==> config.mk <==
export PLATFORM = sky130hd
export DESIGN_NAME = tpce_queue
export DESIGN_NICKNAME = d
export VERILOG_FILES = /design/src/rtl/tpce_pkg.sv /design/src/rtl/tpce_queue.sv
export SDC_FILE = /design/constraint.sdc
export NUM_CORES = 1
export LEC_CHECK = 0
export BUFFER_PORTS_ARGS = -buffer_cell sky130_fd_sc_hd__buf_2
export CORE_MARGIN = 5
export CORE_UTILIZATION = 49
export DETAILED_ROUTE_END_ITERATION = 7
export PLACE_DENSITY = 0.77
export SLEW_MARGIN = 5
export SYNTH_ARGS = -nofsm -noshare
export SYNTH_HDL_FRONTEND = slang
export SYNTH_SLANG_ARGS = --single-unit
==> constraint.sdc <==
create_clock -name clk -period 2.11 [get_ports clk]
set_input_delay 0.211 -clock clk [delete_from_list [all_inputs] [get_ports clk]]
set_output_delay 0.211 -clock clk [all_outputs]
set_load 0.1 [all_outputs]
==> src/rtl/tpce_pkg.sv <==
// ----------------------------------------------------------------------------
// tpce_pkg
// Shared types and fixed-point constants of the three-point curvature block.
// ----------------------------------------------------------------------------
package tpce_pkg;

	// Fixed-point formats
	localparam int COORD_FRAC = 10;
	localparam int CURV_FRAC  = 16;
	localparam int ROOT_FRAC  = 7;
	localparam int SQRT_SHIFT = 2 * ROOT_FRAC;
	localparam int QUOT_SHIFT = CURV_FRAC + COORD_FRAC + ROOT_FRAC;

	// Queue between front end and back end
	localparam int QUEUE_DEPTH = 2;
	localparam int KIND_BITS   = 3;

	// What the back end has to do with one queued word
	typedef enum logic [KIND_BITS-1:0] {
		K_SHORT = 3'd0, // path shorter than three points
		K_HOLD  = 3'd1, // third point, not last: hold k[1]
		K_FIRST = 3'd2, // fourth point, not last: emit k[0] and k[1]
		K_MID   = 3'd3, // later point, not last: emit held value
		K_END3  = 3'd4, // last point of a three-point path
		K_END4  = 3'd5, // last point of a four-point path
		K_END   = 3'd6  // last point of a longer path
	} kind_t;

endpackage

==> src/rtl/tpce_queue.sv <==
// ----------------------------------------------------------------------------
// tpce_queue
// Short register FIFO between the point classifier and the curvature engine.
// ----------------------------------------------------------------------------
module tpce_queue import tpce_pkg::*; #(
	parameter int WIDTH = 8
) (
	input  logic             clk,
	input  logic             arst_n,
	input  logic             push,
	input  logic [WIDTH-1:0] wdata,
	input  logic             pop,
	output logic [WIDTH-1:0] rdata,
	output logic             empty,
	output logic             full
);

	localparam int AW = $clog2(QUEUE_DEPTH);

	logic [WIDTH-1:0] mem_q [QUEUE_DEPTH];
	logic [AW-1:0]    wp_q, rp_q;
	logic [AW:0]      cnt_q;

	assign empty = (cnt_q == '0);
	assign full  = (cnt_q == (AW+1)'(QUEUE_DEPTH));
	assign rdata = mem_q[rp_q];

	// Pointers and fill count
	always_ff @(posedge clk or negedge arst_n) begin
		if (!arst_n) begin
			wp_q  <= '0;
			rp_q  <= '0;
			cnt_q <= '0;
		end else begin
			if (push) wp_q <= wp_q + 1'b1;
			if (pop)  rp_q <= rp_q + 1'b1;
			if (push && !pop)      cnt_q <= cnt_q + 1'b1;
			else if (pop && !push) cnt_q <= cnt_q - 1'b1;
		end
	end

	// Storage
	always_ff @(posedge clk) begin
		if (push) mem_q[wp_q] <= wdata;
	end

endmodule

==> qor.log <==
[finish] non-filler cells in the finished layout 82
[logic_synthesis] yosys warns 0
[logic_synthesis] Yosys top cell by area sky130_fd_sc_hd__edfxtp_1
[drt] average vias per placed instance 4.95
[grt] met3 routing resource usage after global routing 3.92%
[timing] setup repair after global routing missed its margin false
[grt] initial antenna violation count 0
[worst_setup_path] Worst Setup Path Type flip-flop to output port
[finish] n_diodes 0
[timing] Final Slew Violations 0
[drt] number of vias after detailed routing 406
[drt] per-cell routed wire length 13.4 um
[clock_tree] post-CTS setup buffer count 0
[finish] total number of nets in the final design 80
[logic_synthesis] post-synthesis sequential area ratio 75.3%
[clock_tree] CTS tree built
[logic_synthesis] Synthesized Nets 54
[timing] Slew @ Worst Pin 0.679 ns
[clock_tree] worst skew pair latency 0.29 ns
[floorplan] die area 0.00247 mm^2
[floorplan] placement row count 14
[status] outcome complete, no violations
[logic_synthesis] area fraction of the dominant cell type after synthesis 62.3%
[logic_synthesis] post-synthesis area per instance 18.8 um^2
[placed_design] count of input and output buffers 21
[grt] first-pass GRT wire length 1.95 mm
[worst_setup_path] Max FO, Critical Path 9
[grt] global-route layer with the greatest usage met2
[grt] met2 capacity usage during global routing 17.4%
[clock_tree] CTS Hold Bufs 1
[clock_tree] H-tree Lvls 1
[timing] worst-case headroom to the max-slew limit 54.6%
[clock_tree] Gates resized, CTS repair 0
[clock_tree] clock buffer count from CTS 3
[timing] Max Clock Freq 576 MHz
[grt] global-route met1 utilization 11.8%
[floorplan] initial standard-cell utilization of the core 51.2%
[placed_design] post-detailed-placement half-perimeter wirelength 848 um
[logic_synthesis] Mapped Area 771 um^2
[worst_setup_path] endpoint required time on the critical path 1.90 ns
[logic_synthesis] count of different cell masters after synthesis 12
[clock_tree] Clock Tree Buf Depth 2
[placed_design] DP Cell Count 77
[drt] total wire length 1.10 mm
[logic_synthesis] number of standard cells after synthesis 41
[grt] total overflow reported by the global router 0
[finish] post-layout util 61.1%
[logic_synthesis] flop and latch count out of synthesis 20
[grt] number of global-route vias before repair 442
[grt] global routing usage summed across all routing layers 10.2%
[logic_synthesis] largest cells by area after synthesis sky130_fd_sc_hd__edfxtp_1 62%, sky130_fd_sc_hd__dfrtp_1 13%, sky130_fd_sc_hd__mux2_2 12%
[timing] Fin Clk Skew 0.00990 ns
[finish] area added between synthesis and finish 19.5%
[drt] DRT iter0 DRCs 3
[placed_design] Final Wtd Congestion 0.601
[floorplan] die width 49.7 um
[floorplan] vertical extent of the die 49.7 um
[clock_tree] Clock Pin Slew Worst Setup and Hold Paths 0.11 ns
[timing] crit path time final 1.74 ns
[drt] first-pass iteration count of the detailed router 2
[worst_setup_path] data arrival time of the critical path 1.52 ns
[floorplan] core region area 0.00151 mm^2
[floorplan] I/O pins 22
[drt] Residual DRC 0
[clock_tree] Sink Count 20
[finish] area taken by flip-flops and latches 581 um^2
[timing] setup tns final 0 ns
[finish] number of filler cells placed in the layout 122
[worst_setup_path] Worst setup SP type flip-flop
[timing] endpoints failing setup 0
[clock_tree] cell at the root of the clock tree sky130_fd_sc_hd__clkbuf_4
[grt] pin count of the biggest net entering global routing 12
[finish] area occupied by multi-input gates 175 um^2
[worst_hold_path] worst min path class input port to flip-flop
[timing] count of endpoints failing hold in the final timing report 0
[timing] Final period util 82.2%
[worst_setup_path] sort of element at the end of the critical path output port
[flow_run] max-cap violations 0
[finish] share of final-layout standard cells stronger than drive strength 1 50.0%
[drt] antenna viol nets, final 0
-- registers in the layout, indices dropped and copies added, names as in the netlist --
signal / cells
wp_q: 1
cnt_q: 2
rp_q: 1
mem_q: 16
-- synthesized netlist by cell type (all sizes together) --
library cell,instances
edfxtp,16
mux2,8
dfrtp,4
xor2,4
nor2,2
and2,1
and2b,1
buf,1
ha,1
inv,1
nor2b,1
xnor2,1
-- logic make-up (layout without fill, tap and decap cells) --
group,count (synthesis),after routing,share of synthesized area (%)
flops,20,20,75.3
xor+xnor,5,5,5.68
fa+ha+maj,1,1,1.62
buf+inv,2,27,1.95
simple gates,5,5,3.74
mux,8,8,11.7
-- worst paths after layout --
kind | start | end | slack (ns) | depth (start not counted)
worst min register to register | wp_q | wp_q | 0.50 | 1
max in group asynchronous | arst_n | cnt_q[1] | 1.74 | 2
worst max register to register | wp_q | mem_q[0][1] | 0.78 | 1
worst max-delay path | rp_q | rdata[5] | 0.37 | 2
worst min-delay path | wdata[7] | mem_q[1][7] | 0.10 | 1
min in group asynchronous | arst_n | wp_q | 0.24 | 2
-- cell usage in the layout (no fill, tap or decap) --
cell / count
sky130_fd_sc_hd__nor2_1: 2
sky130_fd_sc_hd__inv_1: 1
sky130_fd_sc_hd__buf_2: 21
sky130_fd_sc_hd__xnor2_1: 1
sky130_fd_sc_hd__and2b_2: 1
sky130_fd_sc_hd__ha_1: 1
sky130_fd_sc_hd__and2_1: 1
sky130_fd_sc_hd__edfxtp_1: 16
sky130_fd_sc_hd__mux2_2: 8
sky130_fd_sc_hd__clkbuf_4: 3
sky130_fd_sc_hd__nor2b_1: 1
sky130_fd_sc_hd__clkbuf_1: 1
sky130_fd_sc_hd__dlygate4sd3_1: 1
sky130_fd_sc_hd__xor2_1: 4
sky130_fd_sc_hd__dfrtp_1: 4
-- through the flow --
| step | area (um^2) | hold slack, ns | setup slack (ns) |
|---|---|---|---|
| floorplan | 771 | -0.0846 | 0.238 |
| global placement | 885 | 0.0232 | 0.690 |
| detailed placement | 885 | 0.0248 | 0.673 |
| CTS | 921 | 0.0923 | 0.338 |
| global route | 921 | 0.0811 | 0.274 |
| finish | 921 | 0.102 | 0.375 |
-- routing by layer --
metal  up-vias  part of all wire, %
met5         -                    0
met4         0                    0
met3         0                  8.5
met2        14                   50
met1       194                   41
li1        198                    -
-- cell type report --
cell class                 count  share of cell area (%)
clock buffer                   4                    2.85
inverter                       1                   0.408
multi-input combinational     19                    19.0
sequential                    20                    63.0
tap                           16                    2.17
timing repair buffer          22                    12.5
-- worst max-delay path, stage by stage, from the launching register on --
cell and delay [ns]:
sky130_fd_sc_hd__dfrtp_1 0.57, sky130_fd_sc_hd__mux2_2 0.38, sky130_fd_sc_hd__buf_2 0.29
Power is not shown: default switching activity piles up to over one toggle a cycle in this logic, so the estimate is an artifact.
