$ cat config.mk
export PLATFORM = sky130hd
export DESIGN_NAME = tpce_front
export DESIGN_NICKNAME = d
export VERILOG_FILES = /design/src/rtl/tpce_pkg.sv /design/src/rtl/tpce_front.sv
export SDC_FILE = /design/constraint.sdc
export NUM_CORES = 1
export LEC_CHECK = 0
export ABC_AREA = 1
export BUFFER_PORTS_ARGS = -buffer_cell sky130_fd_sc_hd__buf_2
export CELL_PAD_IN_SITES_DETAIL_PLACEMENT = 1
export CELL_PAD_IN_SITES_GLOBAL_PLACEMENT = 1
export CORE_UTILIZATION = 41
export CTS_CLUSTER_SIZE = 14
export DETAILED_ROUTE_END_ITERATION = 8
export PLACE_DENSITY_LB_ADDON = 0.1
export SYNTH_ARGS = -nofsm -noshare
export SYNTH_HDL_FRONTEND = slang
export SYNTH_SLANG_ARGS = --single-unit
$ cat constraint.sdc
create_clock -name clk -period 4.1 [get_ports clk]
set_input_delay 1.23 -clock clk [delete_from_list [all_inputs] [get_ports clk]]
set_output_delay 1.23 -clock clk [all_outputs]
set_load 0.01 [all_outputs]
$ cat src/rtl/tpce_pkg.sv
// ----------------------------------------------------------------------------
// tpce_pkg
// Shared types and fixed-point constants of the three-point curvature block.
// ----------------------------------------------------------------------------
package tpce_pkg;

	// Fixed-point formats
	localparam int COORD_FRAC = 10;
	localparam int CURV_FRAC  = 16;
	localparam int ROOT_FRAC  = 7;
	localparam int SQRT_SHIFT = 2 * ROOT_FRAC;
	localparam int QUOT_SHIFT = CURV_FRAC + COORD_FRAC + ROOT_FRAC;

	// Queue between front end and back end
	localparam int QUEUE_DEPTH = 2;
	localparam int KIND_BITS   = 3;

	// What the back end has to do with one queued word
	typedef enum logic [KIND_BITS-1:0] {
		K_SHORT = 3'd0, // path shorter than three points
		K_HOLD  = 3'd1, // third point, not last: hold k[1]
		K_FIRST = 3'd2, // fourth point, not last: emit k[0] and k[1]
		K_MID   = 3'd3, // later point, not last: emit held value
		K_END3  = 3'd4, // last point of a three-point path
		K_END4  = 3'd5, // last point of a four-point path
		K_END   = 3'd6  // last point of a longer path
	} kind_t;

endpackage

$ cat src/rtl/tpce_front.sv
// ----------------------------------------------------------------------------
// tpce_front
// Accepts path points, keeps the two-point window, forms the differences
// and classifies each point for the curvature engine.
// ----------------------------------------------------------------------------
module tpce_front import tpce_pkg::*; #(
	parameter int COORD_BITS = 24
) (
	input  logic                                   clk,
	input  logic                                   arst_n,
	input  logic signed [COORD_BITS-1:0]           pos_x,
	input  logic signed [COORD_BITS-1:0]           pos_y,
	input  logic                                   last_point,
	input  logic                                   in_valid,
	output logic                                   in_stall,
	input  logic                                   full,
	output logic                                   push,
	output logic [KIND_BITS+6*(COORD_BITS+1)-1:0]  push_data
);

	localparam int M = COORD_BITS + 1;

	logic signed [COORD_BITS-1:0] x0_q, x1_q, y0_q, y1_q;
	logic [2:0]                   cnt_q;   // points so far, saturates at 4
	logic                         accept;
	kind_t                        kind;
	logic                         needed;
	logic signed [M-1:0]          dx1, dy1, dx2, dy2, cx, cy;

	assign in_stall = full;
	assign accept   = in_valid && !full;

	// Differences over the window
	assign dx1 = M'(x1_q) - M'(x0_q);
	assign dy1 = M'(y1_q) - M'(y0_q);
	assign dx2 = M'(pos_x) - M'(x1_q);
	assign dy2 = M'(pos_y) - M'(y1_q);
	assign cx  = M'(pos_x) - M'(x0_q);
	assign cy  = M'(pos_y) - M'(y0_q);

	// Classification
	always_comb begin
		kind   = K_MID;
		needed = 1'b1;
		if (last_point) begin
			case (cnt_q)
				3'd0, 3'd1: kind = K_SHORT;
				3'd2:       kind = K_END3;
				3'd3:       kind = K_END4;
				default:    kind = K_END;
			endcase
		end else begin
			case (cnt_q)
				3'd0, 3'd1: needed = 1'b0;
				3'd2:       kind = K_HOLD;
				3'd3:       kind = K_FIRST;
				default:    kind = K_MID;
			endcase
		end
	end

	assign push      = accept && needed;
	assign push_data = {kind, dx1, dy1, dx2, dy2, cx, cy};

	// Window and point count
	always_ff @(posedge clk or negedge arst_n) begin
		if (!arst_n) begin
			x0_q  <= '0;
			x1_q  <= '0;
			y0_q  <= '0;
			y1_q  <= '0;
			cnt_q <= '0;
		end else if (accept) begin
			if (last_point) begin
				x0_q  <= '0;
				x1_q  <= '0;
				y0_q  <= '0;
				y1_q  <= '0;
				cnt_q <= '0;
			end else begin
				x0_q <= x1_q;
				y0_q <= y1_q;
				x1_q <= pos_x;
				y1_q <= pos_y;
				if (cnt_q != 3'd4) cnt_q <= cnt_q + 3'd1;
			end
		end
	end

endmodule

==> impl_metrics.tcl, run 1 <==
set metrics [dict create \
    status "complete, no violations" \
    dr.pass1.iters 5 \
    detail-route-antenna-nets 0 \
    grt_start_max_net_pins 189 \
    initial_core_util_pct 41.83 \
    hold_viol 0 \
    antenna_found_initial 4 \
    rsz0062_at_grt "true" \
    ios 208 \
    p_int_mw 3.352 \
    p_sw_share_pct 53.21 \
    ys_warn_count 0 \
    drcViolationCount 0 \
    dieWidth_microns 198.5 \
    place_inst 3475 \
    stdcell_count 3495 \
    cts_hold_buf 0 \
    cp-start-kind "primary input" \
    hold_path_class "register to register" \
    cellLeakagePower_nw 10.89 \
    p_per_area_mw_per_mm2 384.1 \
    syn_area_sq_mm 0.01583 \
    dpl_cell_area_sq_mm 0.01764 \
    cts_made_buffers 9 \
    grt_usage_pct 31.79 \
    path_cells "buf_2 > ha_1 > nand2_1 > inv_1 > a21oi_1 > nand2_1 > nand2_1 > nand3_1 > nand2_1 > nand2_1 > buf_2" \
    area_delta_synth_final_pct 17.81 \
    gp_congestion 0.9433 \
    fmax_mhz 246.2 \
    critical_path_required_ps 2870 \
    r2r-start "cnt_q[0]" \
    min_period_ps 4062 \
    p_sw_mw 3.812 \
    crit_type "primary input to output pin" \
    regArea_sq_mm 0.002477 \
    synth_cells 2733 \
    synth_area_per_cell_sq_um 5.793 \
    finClkSkew_ps 18.14 \
    wirelength_mm 62.85 \
    vias 17730 \
    design.die.area_sq_mm 0.03940 \
    multi_input_area_sq_mm 0.01129 \
    wl_per_cell_microns 17.98 \
    pwr-share-clk_pct 12.0 \
    drive_above_1_share_pct 20.89 \
    hold_start "x0_q[18]" \
    final_max_slew_viol_count 0 \
    cpMostUsedCell "nand2_1" \
    fin_area_sq_mm 0.01865 \
    place_ws_ps -146.4 \
    fin_crit_sh_pct 99.07 \
    setup.worst_path.end_class "output pin" \
    dp_hpwl_mm 53.66 \
    numPortBuffers 207 \
    path_buf_inv 3 \
    rows 71 \
    core_area_sq_mm 0.03784 \
    die_h_microns 198.5 \
    fin_util_pct 49.28 \
    critPathArrivalTime_ps 2830 \
    layout_commonest_cell "nand2_1" \
    critical_path.top_delay_family "simple AND/OR/NAND/NOR gates" \
    setup_viol 0 \
    crit_fanout 4 \
    syn-num-nets 2941 \
    worst_pin_slew_ps 1284 \
    layout_setup_ws_ps 38.10 \
    fill_cells 5486 \
    slowest_stage "ha_1" \
    grt_pass1_vias 18550 \
    clkTransAtPathRegs_ps 70 \
    slowest_delay_ps 370 \
    synth_cell_types 31 \
    drt_iter0_drc 663 \
    cap_viol_max_count 0 \
    yosysSeqAreaShare_pct 15.65 \
    vias_per_cell 5.073 \
    cts_max_path_buffers 2 \
    synth-seq-cells 99 \
    cts_tree "done" \
    gr-total-overflow 0 \
    clockRootBuffer "clkbuf_16" \
    seqPwrFrac_pct 16.7 \
    mostFrequentLayoutCells "nand2_1, inv_1, buf_2" \
    cts.sinks 99 \
    peakVddDrop_mv 0.2375 \
    p_comb_share_pct 71.3 \
    fin_nets 3186 \
    crit_start "pos_x[12]" \
    clkLatencyLatePin_ps 360 \
    relSlewSlack_pct 14.42 \
    htreeDepth 3 \
    grt_pass1_wl_mm 97.10 \
]
[repair_timing]
action / 4_1_cts / 5_1_grt
pin swaps: 4 / 13
buffers inserted: 1 / 2
gates resized for setup: 20 / 165
endpoints found under the setup margin: 29 / 61
[power groups by stage]
stage	sequential, mW	clock, mW	combinational [mW]
finish	1.20	0.857	5.11
global route	1.21	0.900	5.69
CTS	1.19	0.869	4.95
detailed placement	1.21	0	4.90
global placement	1.21	0	4.76
floorplan	1.16	0	3.12
[per-stage QoR]
stage                     hold WS, ps  power, mW  TNS (ps)
after floorplan                 483.1      4.280         0
final                           559.8      7.164         0
after detailed placement        527.9      6.108     -1773
after global placement          523.1      5.971    -692.5
after global routing            588.4      7.794    -404.7
after CTS                       543.5      7.009         0
[logic make-up after synthesis]
logic type               share of synthesized area (%)
flip-flops                                       15.65
buffers and inverters                            17.36
XOR/XNOR                                         4.260
AO/OA/AOI/OAI                                    7.777
adder cells (fa/ha/maj)                          12.53
AND/OR/NAND/NOR                                  42.42
[worst register-to-register path, cell delays in order, from the launching register on]
cell and delay [ps]:
dfrtp_1 390, inv_1 100, ha_1 230, a31oi_2 330, nand2_1 100, o22ai_1 130
[cells in the mapped netlist]
| cell type | n | area share, % |
|---|---|---|
| fa_1 | 6 | 0.76 |
| o31ai_1 | 3 | 0.14 |
| a31oi_2 | 1 | 0.079 |
| ha_1 | 149 | 12 |
| nand4_1 | 37 | 1.5 |
| dfrtp_1 | 99 | 16 |
| inv_2 | 7 | 0.17 |
| buf_2 | 18 | 0.57 |
| or2_1 | 1 | 0.040 |
| and2_1 | 8 | 0.32 |
| inv_1 | 635 | 15 |
| nand2_2 | 4 | 0.16 |
| or2_0 | 8 | 0.32 |
| buf_12 | 9 | 1.1 |
| a21oi_1 | 77 | 2.4 |
| nand3_1 | 137 | 4.3 |
| o21ai_2 | 81 | 4.5 |
| nand3_2 | 80 | 5.1 |
| nand3b_1 | 12 | 0.57 |
| o21ai_0 | 14 | 0.44 |
| nor2_2 | 17 | 0.67 |
| xnor2_1 | 6 | 0.33 |
| o22ai_1 | 1 | 0.040 |
| nor3_1 | 12 | 0.38 |
| buf_6 | 4 | 0.28 |
| clkinv_4 | 1 | 0.055 |
| buf_4 | 2 | 0.095 |
| xor2_1 | 71 | 3.9 |
| o21ai_1 | 5 | 0.16 |
| nor2_1 | 171 | 4.1 |
| nand2_1 | 1057 | 25 |
[flip-flops by register name, summed over array words and instances, names as in the netlist]
signal / cells
x1_q: 24
y1_q: 24
x0_q: 24
cnt_q: 3
y0_q: 24
[cell type report]
cell class / count / share of cell area [%]
repair buffers: 267 / 8.185
multi-input cells: 1958 / 60.52
clock inverters: 3 / 0.1006
inverters: 643 / 13.02
clock buffers: 13 / 1.449
well taps: 511 / 3.428
diodes: 1 / 0.01342
flip-flops and latches: 99 / 13.28
[routing by layer]
metal	wire, microns	vias to the layer above	GRT usage (%)
li1	-	8735	-
met1	25200	8485	35.21
met2	32350	363	59.99
met3	1980	141	3.577
met4	3290	6	15.13
met5	40	-	0
[path summary, 6_finish.rpt]
path,depth (start not counted),slack [ps],to
max,11,40,push_data[47]
min,2,560,x0_q[18]
max reg2reg,5,2730,cnt_q[2]
min reg2reg,2,560,x0_q[18]
max in group asynchronous,2,2520,y1_q[11]
min in group asynchronous,1,800,x1_q[13]
No activity file was read; power rests on OpenSTA's default activity.
==> run 2, diff against run 1 <==
--- a/config.mk
+++ b/config.mk
@@ -5,11 +5,10 @@
 export SDC_FILE = /design/constraint.sdc
 export NUM_CORES = 1
 export LEC_CHECK = 0
-export ABC_AREA = 1
 export BUFFER_PORTS_ARGS = -buffer_cell sky130_fd_sc_hd__buf_2
 export CELL_PAD_IN_SITES_DETAIL_PLACEMENT = 1
 export CELL_PAD_IN_SITES_GLOBAL_PLACEMENT = 1
-export CORE_UTILIZATION = 41
+export CORE_UTILIZATION = 43
 export CTS_CLUSTER_SIZE = 14
 export DETAILED_ROUTE_END_ITERATION = 8
 export PLACE_DENSITY_LB_ADDON = 0.1
==> impl_metrics.tcl, run 2 <==
set metrics [dict create \
    hold_viol 0 \
    clkLatencyLatePin_ps 360 \
    cts_tree "done" \
    dpl_cell_area_sq_mm 0.01471 \
    slowest_stage "o211ai_1" \
    crit_type "primary input to output pin" \
    grt_pass1_vias 13660 \
    cts.sinks 99 \
    rows 59 \
    grt_start_max_net_pins 101 \
    dieWidth_microns 164.2 \
    gr-total-overflow 0 \
    pwr-share-clk_pct 12.4 \
    vias_per_cell 6.324 \
    grt_usage_pct 35.08 \
    peakVddDrop_mv 0.2042 \
    yosysTopAreaCellShare_pct 21.89 \
    rsz0062_at_grt "true" \
    cap_viol_max_count 0 \
    fin_nets 2120 \
    htreeDepth 3 \
    cts_made_buffers 9 \
    cts_max_path_buffers 2 \
    mostFrequentLayoutCells "buf_4, buf_2, nand2_1" \
    ios 208 \
    crit_fanout 3 \
    antennaDiodeCount 0 \
    drcViolationCount 0 \
    finClkSkew_ps 14.77 \
    synth_commonest_cells "nand2_1, ha_1, inv_1" \
    timing.rr.end "cnt_q[0]" \
    p_per_area_mw_per_mm2 427.0 \
    fin_area_sq_mm 0.01778 \
    clockRootBuffer "clkbuf_16" \
    violations "setup timing" \
    crit_start "pos_y[0]" \
    critPathArrivalTime_ps 3680 \
    critical_path_required_ps 2870 \
    antenna_found_initial 0 \
    p_comb_share_pct 71.9 \
    status "complete, but fails checks" \
    p_sw_mw 3.607 \
    dr.pass1.iters 5 \
    yosys.area.top_type "dfrtp_1" \
    yosysMostFrequentCell "nand2_1" \
    cellLeakagePower_nw 8.117 \
    yosysSeqAreaShare_pct 21.89 \
    wirelength_mm 62.11 \
    area_delta_synth_final_pct 57.10 \
    clkTransAtPathRegs_ps 70 \
    cp-start-kind "primary input" \
    fmax_mhz 203.5 \
    reg2reg_slack_ps 2600 \
    cts_hold_buf 0 \
    detail-route-antenna-nets 0 \
    p_int_mw 3.985 \
    synth_cell_types 81 \
    reg2reg_depth 5 \
    synth-main-ff-cell "dfrtp_1" \
    power_mw 7.592 \
    r2r-start "cnt_q[0]" \
    fin_util_pct 68.62 \
    worst_pin_slew_ps 1124 \
    path_buf_inv 5 \
    drive_above_1_share_pct 44.65 \
    seqPwrFrac_pct 15.7 \
    dp_hpwl_mm 30.33 \
    layout_commonest_cell "buf_4" \
    critPathCapture "push_data[68]" \
    syn-num-nets 1631 \
    drt_iter0_drc 1209 \
    p_sw_share_pct 47.51 \
    path_cells "buf_8 > inv_12 > buf_6 > ha_4 > fa_2 > nor2b_1 > o21a_1 > o211ai_1 > nand2_1 > a21oi_4 > buf_4 > nand2_2 > a41oi_2 > xnor2_2 > buf_2" \
    core_area_sq_mm 0.02591 \
    setup_viol 99 \
    synth_area_per_cell_sq_um 7.954 \
    synth_area_leaders "dfrtp_1, ha_1, xnor2_1" \
    gp_congestion 0.8818 \
    synth_cells 1423 \
    worst-path-stages 15 \
    async_flop_share_pct 100.0 \
    die_h_microns 164.2 \
    initial_core_util_pct 43.68 \
    critical_path.top_delay_family "compound AO/OA/AOI/OAI gates" \
    ys_warn_count 0 \
    min_period_ps 4913 \
    final_max_slew_viol_count 0 \
    synth-seq-cells 99 \
    vias 14240 \
    numPortBuffers 207 \
    design.die.area_sq_mm 0.02697 \
    whs_ps 488.4 \
    hold_path_class "register to register" \
    fin_crit_sh_pct 119.8 \
    layout_setup_ws_ps -812.9 \
    wl_per_cell_microns 27.58 \
    setup.worst_path.end_class "output pin" \
    grt_pass1_wl_mm 74.06 \
    syn_area_sq_mm 0.01132 \
    synth-edff-count 0 \
    relSlewSlack_pct 25.05 \
    slowest_delay_ps 320 \
]
run 2: changes by cell type after synthesis, moves of 65 or more:
cell,delta
inv_1,-491
o21ai_2,-79
nand3_1,-116
o21ai_0,+84
xnor2_1,+75
nand2_1,-906
a21o_1,+65
nand3_2,-80
nor2_1,-112
run 2: per-stage QoR:
stage	worst slack (ps)	cells	TNS, ps
floorplan	-232.2	1423	-2082
global placement	-839.0	2153	-28650
detailed placement	-895.0	2153	-32630
CTS	-620.8	2207	-24210
global route	-881.5	2252	-42320
finish	-812.9	2252	-37040
run 2: final cells by class:
| cell class | instances | area [sq um] |
|---|---|---|
| repair buffers | 524 | 3740 |
| clock buffers | 10 | 239.0 |
| multi-input cells | 1134 | 10250 |
| inverters | 144 | 576.8 |
| fillers | 2940 | 8130 |
| clock inverters | 6 | 71.32 |
| well taps | 335 | 419.2 |
| flip-flops and latches | 99 | 2485 |
run 2: worst min-delay path, stage by stage (launching register included):
cell	delay, ps
dfrtp_1	350
nand2_1	50
o31ai_1	50
run 2: power by group through the flow:
| stage | clock network, mW | registers (mW) | logic (mW) |
|---|---|---|---|
| 5_1_grt | 0.970 | 1.19 | 5.69 |
| 2_1_floorplan | 0 | 1.15 | 2.35 |
| 4_1_cts | 0.920 | 1.15 | 4.42 |
| 6_report | 0.941 | 1.19 | 5.46 |
| 3_5_place_dp | 0 | 1.17 | 3.92 |
| 3_3_place_gp | 0 | 1.16 | 3.80 |
run 2: repair_timing:
item,CTS,global route
cloned,0,0
gates resized for setup,221,222
endpoints found under the hold margin,0,0
buffers inserted,48,57
pin swaps,151,159
endpoints found under the setup margin,95,101
run 2: layer usage:
metal,vias up,track usage [%],part of all wire (%)
met3,327,3.384,6.0
met5,-,0,0
li1,6021,-,-
met4,0,15.66,7.1
met2,811,63.50,49
met1,7082,41.67,38
run 2: kinds of logic (layout without fill, tap and decap cells):
kind of cell               count (synthesis)  after routing  synth area share [%]
muxes                                      4              4                0.3648
AOI/OAI and AO/OA                        484            484                 28.93
buffers and inverters                    190            684                 6.367
and+or+nand+nor                          375            375                 15.94
DFF                                       99             99                 21.89
xor gates and xnor gates                 116            116                 8.976
adders and majority gates                155            155                 17.53
run 2: worst min path at each step:
stage	to	startpoint	cells after the start	slack [ps]
2_1_floorplan	x0_q[10]	x0_q[10]	2	450
3_3_place_gp	y0_q[5]	y0_q[5]	2	460
3_5_place_dp	x0_q[19]	x0_q[19]	2	470
4_1_cts	x0_q[6]	x0_q[6]	2	480
5_1_grt	x0_q[15]	x0_q[15]	2	510
6_report	y0_q[14]	y0_q[14]	2	490
