==> src/rtl/tpce_pkg.sv <==
// ----------------------------------------------------------------------------
// tpce_pkg
// Shared types and fixed-point constants of the three-point curvature block.
// ----------------------------------------------------------------------------
package tpce_pkg;

	// Fixed-point formats
	localparam int COORD_FRAC = 10;
	localparam int CURV_FRAC  = 16;
	localparam int ROOT_FRAC  = 7;
	localparam int SQRT_SHIFT = 2 * ROOT_FRAC;
	localparam int QUOT_SHIFT = CURV_FRAC + COORD_FRAC + ROOT_FRAC;

	// Queue between front end and back end
	localparam int QUEUE_DEPTH = 2;
	localparam int KIND_BITS   = 3;

	// What the back end has to do with one queued word
	typedef enum logic [KIND_BITS-1:0] {
		K_SHORT = 3'd0, // path shorter than three points
		K_HOLD  = 3'd1, // third point, not last: hold k[1]
		K_FIRST = 3'd2, // fourth point, not last: emit k[0] and k[1]
		K_MID   = 3'd3, // later point, not last: emit held value
		K_END3  = 3'd4, // last point of a three-point path
		K_END4  = 3'd5, // last point of a four-point path
		K_END   = 3'd6  // last point of a longer path
	} kind_t;

endpackage

==> src/rtl/tpce_back.sv <==
// ----------------------------------------------------------------------------
// tpce_back
// Curvature engine: shared multiplier, bit-serial root, cube and divide,
// then extrapolation and in-order delivery of the result words.
// ----------------------------------------------------------------------------
module tpce_back import tpce_pkg::*; #(
	parameter int COORD_BITS = 24,
	parameter int CURV_BITS  = 32
) (
	input  logic                                   clk,
	input  logic                                   arst_n,
	input  logic [31:0]                            thr,
	input  logic                                   q_empty,
	input  logic [KIND_BITS+6*(COORD_BITS+1)-1:0]  q_data,
	output logic                                   pop,
	output logic signed [CURV_BITS-1:0]            curvature,
	output logic                                   last_result,
	output logic                                   too_short,
	output logic                                   out_valid,
	input  logic                                   out_stall
);

	localparam int M    = COORD_BITS + 1;
	localparam int PW   = 2 * M;
	localparam int SW   = 2 * M + 1;
	localparam int NW   = 2 * M + 1;
	localparam int TW   = SW + SQRT_SHIFT + 1;
	localparam int RB   = TW / 2;
	localparam int DW   = SW + RB;
	localparam int QB   = CURV_BITS - 1;
	localparam int NNW  = NW + QUOT_SHIFT;
	localparam int CW   = (NNW > DW + QB) ? NNW : DW + QB;
	localparam int MAXS = (RB > QB) ? RB : QB;
	localparam int STW  = $clog2(MAXS);
	localparam int CB   = CURV_BITS;

	localparam logic signed [CB-1:0] KMAX = {1'b0, {(CB-1){1'b1}}};
	localparam logic signed [CB-1:0] KMIN = {1'b1, {(CB-1){1'b0}}};

	typedef enum logic [8:0] {
		S_IDLE  = 9'b000000001,
		S_MUL   = 9'b000000010,
		S_PREP  = 9'b000000100,
		S_SQRT  = 9'b000001000,
		S_CUBE  = 9'b000010000,
		S_CHECK = 9'b000100000,
		S_DIV   = 9'b001000000,
		S_LOAD  = 9'b010000000,
		S_EMIT  = 9'b100000000
	} bstate_t;

	function automatic logic [M-1:0] mag(input logic signed [M-1:0] v);
		mag = v[M-1] ? M'(-v) : M'(v);
	endfunction

	// 2*a - b, saturated
	function automatic logic signed [CB-1:0] sat2(input logic signed [CB-1:0] a,
		input logic signed [CB-1:0] b);
		logic signed [CB+1:0] t;
		t = ((CB+2)'(a) <<< 1) - (CB+2)'(b);
		if (t > (CB+2)'(KMAX))      sat2 = KMAX;
		else if (t < (CB+2)'(KMIN)) sat2 = KMIN;
		else                        sat2 = CB'(t);
	endfunction

	// Queue head
	kind_t               kind;
	logic signed [M-1:0] dx1, dy1, dx2, dy2, cx, cy;
	assign {kind, dx1, dy1, dx2, dy2, cx, cy} = q_data;

	bstate_t              st_q;
	logic [1:0]           mcnt_q;
	logic [STW-1:0]       step_q;
	logic [PW-1:0]        p_q, q_q, sx_q, sy_q;
	logic [NW-1:0]        num_q;
	logic                 neg_q;
	logic [TW-1:0]        t_q;
	logic [RB+1:0]        srem_q;
	logic [RB-1:0]        root_q;
	logic [DW-1:0]        acc_q, mcand_q, drem_q;
	logic [CW-1:0]        nn_q;
	logic [QB-1:0]        quo_q;
	logic signed [CB-1:0] kn_q, a_q;
	logic signed [CB-1:0] res_q [4];
	logic [2:0]           n_q;
	logic [1:0]           idx_q;
	logic                 end_q, short_q;

	// Shared multiplier
	logic [M-1:0]  op_a, op_b;
	logic [PW-1:0] prod;
	always_comb begin
		case (mcnt_q)
			2'd0:    begin op_a = mag(dx2); op_b = mag(dy1); end
			2'd1:    begin op_a = mag(dy2); op_b = mag(dx1); end
			2'd2:    begin op_a = mag(cx);  op_b = mag(cx);  end
			default: begin op_a = mag(cy);  op_b = mag(cy);  end
		endcase
	end
	assign prod = PW'(op_a) * PW'(op_b);

	// Numerator and chord square
	logic          pn, qn, nneg;
	logic [NW-1:0] nmag;
	logic [SW-1:0] ssum;
	always_comb begin
		pn = dx2[M-1] ^ dy1[M-1];
		qn = !(dy2[M-1] ^ dx1[M-1]);
		if (pn == qn) begin
			nmag = NW'(p_q) + NW'(q_q);
			nneg = pn;
		end else if (p_q >= q_q) begin
			nmag = NW'(p_q) - NW'(q_q);
			nneg = pn;
		end else begin
			nmag = NW'(q_q) - NW'(p_q);
			nneg = qn;
		end
		ssum = SW'(sx_q) + SW'(sy_q);
	end

	// Root step
	logic [RB+3:0] srem2, strial;
	logic          sfit;
	assign srem2  = {srem_q, t_q[TW-1:TW-2]};
	assign strial = {2'b00, root_q, 2'b01};
	assign sfit   = (srem2 >= strial);

	// Threshold and overflow checks
	logic [CW-1:0] nn_w, dq_w;
	logic          below, ovf;
	assign nn_w  = CW'(num_q) << QUOT_SHIFT;
	assign dq_w  = CW'(acc_q) << QB;
	assign below = (acc_q[DW-1:ROOT_FRAC] <= (DW-ROOT_FRAC)'(thr));
	assign ovf   = (nn_w >= dq_w);

	// Divide step
	logic [DW:0]          drem2;
	logic                 dfit;
	logic [QB-1:0]        quo_n;
	logic signed [CB-1:0] qval;
	assign drem2 = {drem_q, nn_q[QB-1]};
	assign dfit  = (drem2 >= {1'b0, acc_q});
	assign quo_n = {quo_q[QB-2:0], dfit};
	assign qval  = neg_q ? -CB'(quo_n) : CB'(quo_n);

	// Result list for the current word
	logic signed [CB-1:0] ld_res [4];
	logic signed [CB-1:0] k0;
	logic [2:0]           ld_n;
	logic                 ld_end, ld_short;
	logic signed [CB-1:0] ld_a;
	always_comb begin
		k0       = sat2(kn_q, '0);
		ld_res   = '{default: '0};
		ld_n     = 3'd0;
		ld_end   = 1'b0;
		ld_short = 1'b0;
		ld_a     = kn_q;
		case (kind)
			K_SHORT: begin
				ld_n = 3'd1; ld_end = 1'b1; ld_short = 1'b1; ld_a = '0;
			end
			K_HOLD: ld_n = 3'd0;
			K_FIRST: begin
				ld_res[0] = sat2(a_q, kn_q); ld_res[1] = a_q; ld_n = 3'd2;
			end
			K_MID: begin
				ld_res[0] = a_q; ld_n = 3'd1;
			end
			K_END3: begin
				ld_res[0] = k0; ld_res[1] = kn_q; ld_res[2] = sat2(kn_q, k0);
				ld_n = 3'd3; ld_end = 1'b1; ld_a = '0;
			end
			K_END4: begin
				ld_res[0] = sat2(a_q, kn_q); ld_res[1] = a_q; ld_res[2] = kn_q;
				ld_res[3] = sat2(kn_q, a_q);
				ld_n = 3'd4; ld_end = 1'b1; ld_a = '0;
			end
			default: begin
				ld_res[0] = a_q; ld_res[1] = kn_q; ld_res[2] = sat2(kn_q, a_q);
				ld_n = 3'd3; ld_end = 1'b1; ld_a = '0;
			end
		endcase
	end

	// Output handshake
	logic can_out, emit_fire, emit_done;
	assign can_out   = !out_valid || !out_stall;
	assign emit_fire = (st_q == S_EMIT) && can_out;
	assign emit_done = emit_fire && ({1'b0, idx_q} == n_q - 3'd1);
	assign pop       = emit_done || ((st_q == S_LOAD) && (ld_n == 3'd0));

	// Control
	always_ff @(posedge clk or negedge arst_n) begin
		if (!arst_n) begin
			st_q      <= S_IDLE;
			mcnt_q    <= '0;
			step_q    <= '0;
			idx_q     <= '0;
			n_q       <= '0;
			a_q       <= '0;
			kn_q      <= '0;
			out_valid <= 1'b0;
		end else begin
			if (emit_fire)      out_valid <= 1'b1;
			else if (!out_stall) out_valid <= 1'b0;

			case (st_q)
				S_IDLE: begin
					if (!q_empty) begin
						mcnt_q <= '0;
						if (kind == K_SHORT) begin
							kn_q <= '0;
							st_q <= S_LOAD;
						end else begin
							st_q <= S_MUL;
						end
					end
				end
				S_MUL: begin
					mcnt_q <= mcnt_q + 2'd1;
					if (mcnt_q == 2'd3) st_q <= S_PREP;
				end
				S_PREP: begin
					step_q <= '0;
					st_q   <= S_SQRT;
				end
				S_SQRT: begin
					step_q <= step_q + 1'b1;
					if (step_q == STW'(RB - 1)) begin
						step_q <= '0;
						st_q   <= S_CUBE;
					end
				end
				S_CUBE: begin
					step_q <= step_q + 1'b1;
					if (step_q == STW'(RB - 1)) st_q <= S_CHECK;
				end
				S_CHECK: begin
					step_q <= '0;
					if (below) begin
						kn_q <= '0;
						st_q <= S_LOAD;
					end else if (ovf) begin
						kn_q <= neg_q ? KMIN : KMAX;
						st_q <= S_LOAD;
					end else begin
						st_q <= S_DIV;
					end
				end
				S_DIV: begin
					step_q <= step_q + 1'b1;
					if (step_q == STW'(QB - 1)) begin
						kn_q <= qval;
						st_q <= S_LOAD;
					end
				end
				S_LOAD: begin
					a_q   <= ld_a;
					n_q   <= ld_n;
					idx_q <= '0;
					st_q  <= (ld_n == 3'd0) ? S_IDLE : S_EMIT;
				end
				S_EMIT: begin
					if (emit_fire) begin
						idx_q <= idx_q + 2'd1;
						if (emit_done) st_q <= S_IDLE;
					end
				end
				default: st_q <= S_IDLE;
			endcase
		end
	end

	// Datapath
	always_ff @(posedge clk) begin
		if (st_q == S_MUL) begin
			case (mcnt_q)
				2'd0:    p_q  <= prod;
				2'd1:    q_q  <= prod;
				2'd2:    sx_q <= prod;
				default: sy_q <= prod;
			endcase
		end
		if (st_q == S_PREP) begin
			num_q   <= nmag;
			neg_q   <= nneg;
			t_q     <= TW'(ssum) << SQRT_SHIFT;
			srem_q  <= '0;
			root_q  <= '0;
			acc_q   <= '0;
			mcand_q <= DW'(ssum);
		end
		if (st_q == S_SQRT) begin
			t_q    <= t_q << 2;
			srem_q <= sfit ? (RB+2)'(srem2 - strial) : (RB+2)'(srem2);
			root_q <= {root_q[RB-2:0], sfit};
		end
		if (st_q == S_CUBE) begin
			if (root_q[0]) acc_q <= acc_q + mcand_q;
			mcand_q <= mcand_q << 1;
			root_q  <= root_q >> 1;
		end
		if (st_q == S_CHECK) begin
			nn_q   <= nn_w;
			drem_q <= DW'(nn_w >> QB);
			quo_q  <= '0;
		end
		if (st_q == S_DIV) begin
			nn_q   <= nn_q << 1;
			drem_q <= dfit ? DW'(drem2 - {1'b0, acc_q}) : DW'(drem2);
			quo_q  <= quo_n;
		end
		if (st_q == S_LOAD) begin
			res_q   <= ld_res;
			end_q   <= ld_end;
			short_q <= ld_short;
		end
		if (emit_fire) begin
			curvature   <= res_q[idx_q];
			last_result <= end_q && ({1'b0, idx_q} == n_q - 3'd1);
			too_short   <= short_q;
		end
	end

endmodule

==> config.mk <==
export PLATFORM = sky130hd
export DESIGN_NAME = tpce_back
export DESIGN_NICKNAME = d
export VERILOG_FILES = /design/src/rtl/tpce_pkg.sv /design/src/rtl/tpce_back.sv
export SDC_FILE = /design/constraint.sdc
export NUM_CORES = 2
export LEC_CHECK = 0
export BUFFER_PORTS_ARGS = -buffer_cell sky130_fd_sc_hd__buf_2
export CAP_MARGIN = 20
export CORE_AREA = 3 3 487 344
export CTS_BUF_LIST = sky130_fd_sc_hd__clkbuf_16
export CTS_CLUSTER_DIAMETER = 100
export DETAILED_ROUTE_END_ITERATION = 6
export DIE_AREA = 0 0 490 347
export PLACE_DENSITY = 0.83
export RECOVER_POWER = 25
export SLEW_MARGIN = 20
export SYNTH_ARGS = -nofsm -noshare
export SYNTH_HDL_FRONTEND = slang
export SYNTH_SLANG_ARGS = --single-unit
==> constraint.sdc <==
create_clock -name clk -period 11.2 [get_ports clk]
set_input_delay 1.12 -clock clk [delete_from_list [all_inputs] [get_ports clk]]
set_output_delay 1.12 -clock clk [all_outputs]
set_load 0.02 [all_outputs]
==> results.md <==
* CTS Buf Count at 94
* Antenna-violating nets left at 0
* Worst EP arrival at roughly 11000 ps
* Max clock buf depth at 3
* Vias in the first global route at between 70000 and 80000
* Share of cells above drive strength 1 at 0.06962
* Postcts setup bufs at 0
* RSZ-0062 raised after global routing: false
* Failing checks: DRC, capacitance limit, slew limit
* Area growth from synthesis to layout at 8.381%
* Worst hold endpoint: too_short
* Most frequent cells in the layout: 1336 x nand2_1, 1136 x inv_1, 835 x a21oi_1
* Syn_area_per_cell at between 8 and 9 um2
* Setup_tns at 0 ps
* RD Place Congestion at about 1.1
* Final Cycle Share at 0.9579
* Synthesized flop and latch total at around 910
* Clock Skews at slightly above 80 ps
* Depth of the most critical reg-to-reg path at 30
* Sequential fraction of the synthesis area at 0.2885
* Top cell by count, worst path: fa_1
* Wire length after detailed routing at around 300000 um
* Hold path depth at 0
* Grt total ovfl at 0
* DIE AREA at approximately 170000 um2
* Fillers at roughly 14000
* Via Count at around 81000
* Relative slew slack at -1.737
* Hold Crit Start: short_q
* H-tree depth at 3
* CP delay by family, top: adder cells
* Core footprint at 163100 um2
* Global-route wire length before repair at approximately 470000 um
* Slew Viols, Final at 799
* Starting Density at 0.5502
* Top-level I/O count at about 230
* Most common library cell in the layout ignoring fill and taps: nand2_1
* Setup CP Type: in -> reg
* Std-Cell Rows at between 100 and 150
* Max-capacitance violation count at 17
* WP buf/inv at 8
* YS warnings at 0
* DRT iter0 DRCs at approximately 11000
* Vias per cell at 6.387
* F_max at approximately 0.093 GHz
* Crit path max fanout at 19
* Status: finished with violations
* Cell Area, Placed at 94020 um2
* Final core utilization at 0.5963
* Die Ht at 347 um
* HP Class: reg -> reg
* Hold Vio Cnt, Final at 0
* Reg2Reg Setup Slack at around 1100 ps
* Synthesized cell area at ~90000 um2
* Root Driver: clkbuf_16
* Layout Nets at between 10000 and 15000
* Reg2Reg Capture Point: sx_q[48]
* GR Util All Layers at 0.3522
* Reg2reg start: mcnt_q[0]
* CTS tree: done
* I/O Buffers at roughly 220
* Slowest cell on crit path: fa_1
* Synth Flop Type: edfxtp_1
* Minimum clock period at ~11000 ps
* Clock sinks at 905
* Distinct cells, synth at 90
* Clk_lat worst skew at about 760 ps
* Max incr delay on CP at about 560 ps
* Post-synth EDFFs at between 700 and 800
* # setup viols final at 0
* Initial antenna violation count at 24
* Clk slew on worst S/H paths at roughly 70 ps
* Syn Nets at ~12000
* Ys async rst share at 0.09613
* WL/cell at approximately 24 um
* Hpwl dp at ~240000 um
* Largest net degree at the start of global routing at 91
* Critical Path Source Type: primary input
* First-pass DRT Iterations at 7
* Design area at between 90000 and 100000 um2
* Die W at between 400 and 500 um
* Residual DRC at 2
* Least-Margin Pin Slew at between 4000 and 5000 ps
* CP Data Required Time at 11600 ps
* Setup crit end kind: flip-flop
* Post-Syn Instances at 10300
[cell type report]
class                           count  area, um2  share of cell area
Sequential cell                   905      25880              0.2662
Timing Repair Buffer              484       2990             0.03076
Tap cell                         2205       2759             0.02838
Clock buffer                       96       2402             0.02471
Antenna cell                       14      35.03           0.0003603
Inverter                         1125       4227             0.04347
Clock inverter                     78      884.6            0.009098
Multi-Input combinational cell   7783      58050              0.5970
[sequential cells by signal, indices dropped and copies added (netlist names), 3 cells and up]
register   cells
curvature     32
num_q         51
q_q           50
step_q         6
root_q        33
res_q        128
mcand_q       84
p_q           50
sx_q          50
kn_q          32
n_q            3
srem_q        35
t_q           52
drem_q        84
acc_q         84
sy_q          50
a_q           32
quo_q         30
st_q           9
[worst max path at each step]
stage / cells after the start / endpoint / slack (ps) / start
after floorplan: 32 / p_q[48] / 610 / q_data[8]
after global placement: 34 / sx_q[48] / -150 / q_data[8]
after detailed placement: 34 / sx_q[48] / -260 / q_data[8]
after CTS: 34 / sx_q[48] / 440 / q_data[8]
after global routing: 34 / q_q[46] / 40 / q_data[79]
final: 34 / sx_q[48] / 470 / q_data[79]
[cell usage after synthesis, types with 89 or more instances]
cell type | number | area [um2]
xnor2_1 | 393 | 3442
nand2_1 | 1339 | 5026
ha_1 | 783 | 9797
o31ai_1 | 89 | 668.1
inv_1 | 1119 | 4200
a21oi_1 | 839 | 4199
nor3_1 | 96 | 480.5
xor2_1 | 164 | 1436
nand3_1 | 233 | 1166
edfxtp_1 | 732 | 21980
nand4_1 | 111 | 694.4
o21ai_0 | 647 | 3238
fa_1 | 534 | 10690
nor2_1 | 668 | 2507
a21o_1 | 273 | 2049
and2_1 | 147 | 919.6
a31oi_1 | 89 | 556.8
o21bai_1 | 111 | 833.3
clkbuf_1 | 428 | 1607
nand2b_1 | 105 | 656.9
and3_1 | 121 | 757.0
[per-stage QoR]
step	instances	hold WS (ps)	worst slack (ps)
after global routing	12680	451.3	42.25
after floorplan	10300	400.3	609.7
final	12690	446.9	471.4
after CTS	12680	302.0	436.8
after global placement	12500	429.4	-150.6
after detailed placement	12500	416.1	-260.2
[cell families (layout without fill, tap and decap cells)]
kind of cell,after synthesis,after routing,share of synthesized area
other,0,14,0
adders and majority gates,1317,1317,0.2284
and+or+nand+nor,3144,3144,0.1608
xor gates and xnor gates,557,557,0.05438
muxes,90,90,0.01452
DFF,905,905,0.2885
buffers and inverters,1608,1783,0.06771
AOI/OAI and AO/OA,2675,2675,0.1857
[worst register-to-register path: cells and delay by family, from the launching register on]
| kind | cells | cell delay, ps |
|---|---|---|
| xor+xnor | 1 | 190 |
| buf+inv | 7 | 960 |
| simple gates | 3 | 1110 |
| flops | 1 | 430 |
| compound gates | 10 | 2560 |
| fa+ha+maj | 9 | 4500 |
[per-layer routing]
layer	routed length (um)	part of all wire	global-route usage
met2	125600	0.41	0.4937
met5	66	0.00021	0
met1	133200	0.43	0.5263
met4	8945	0.029	0.09151
met3	40750	0.13	0.1056
[repair_timing]
action / CTS / global route
gates resized for setup: 0 / 2
setup endpoints to repair: 0 / 4
hold buffers: 0 / 0
Power is not shown: default switching activity piles up to over one toggle a cycle in this logic, so the estimate is an artifact.
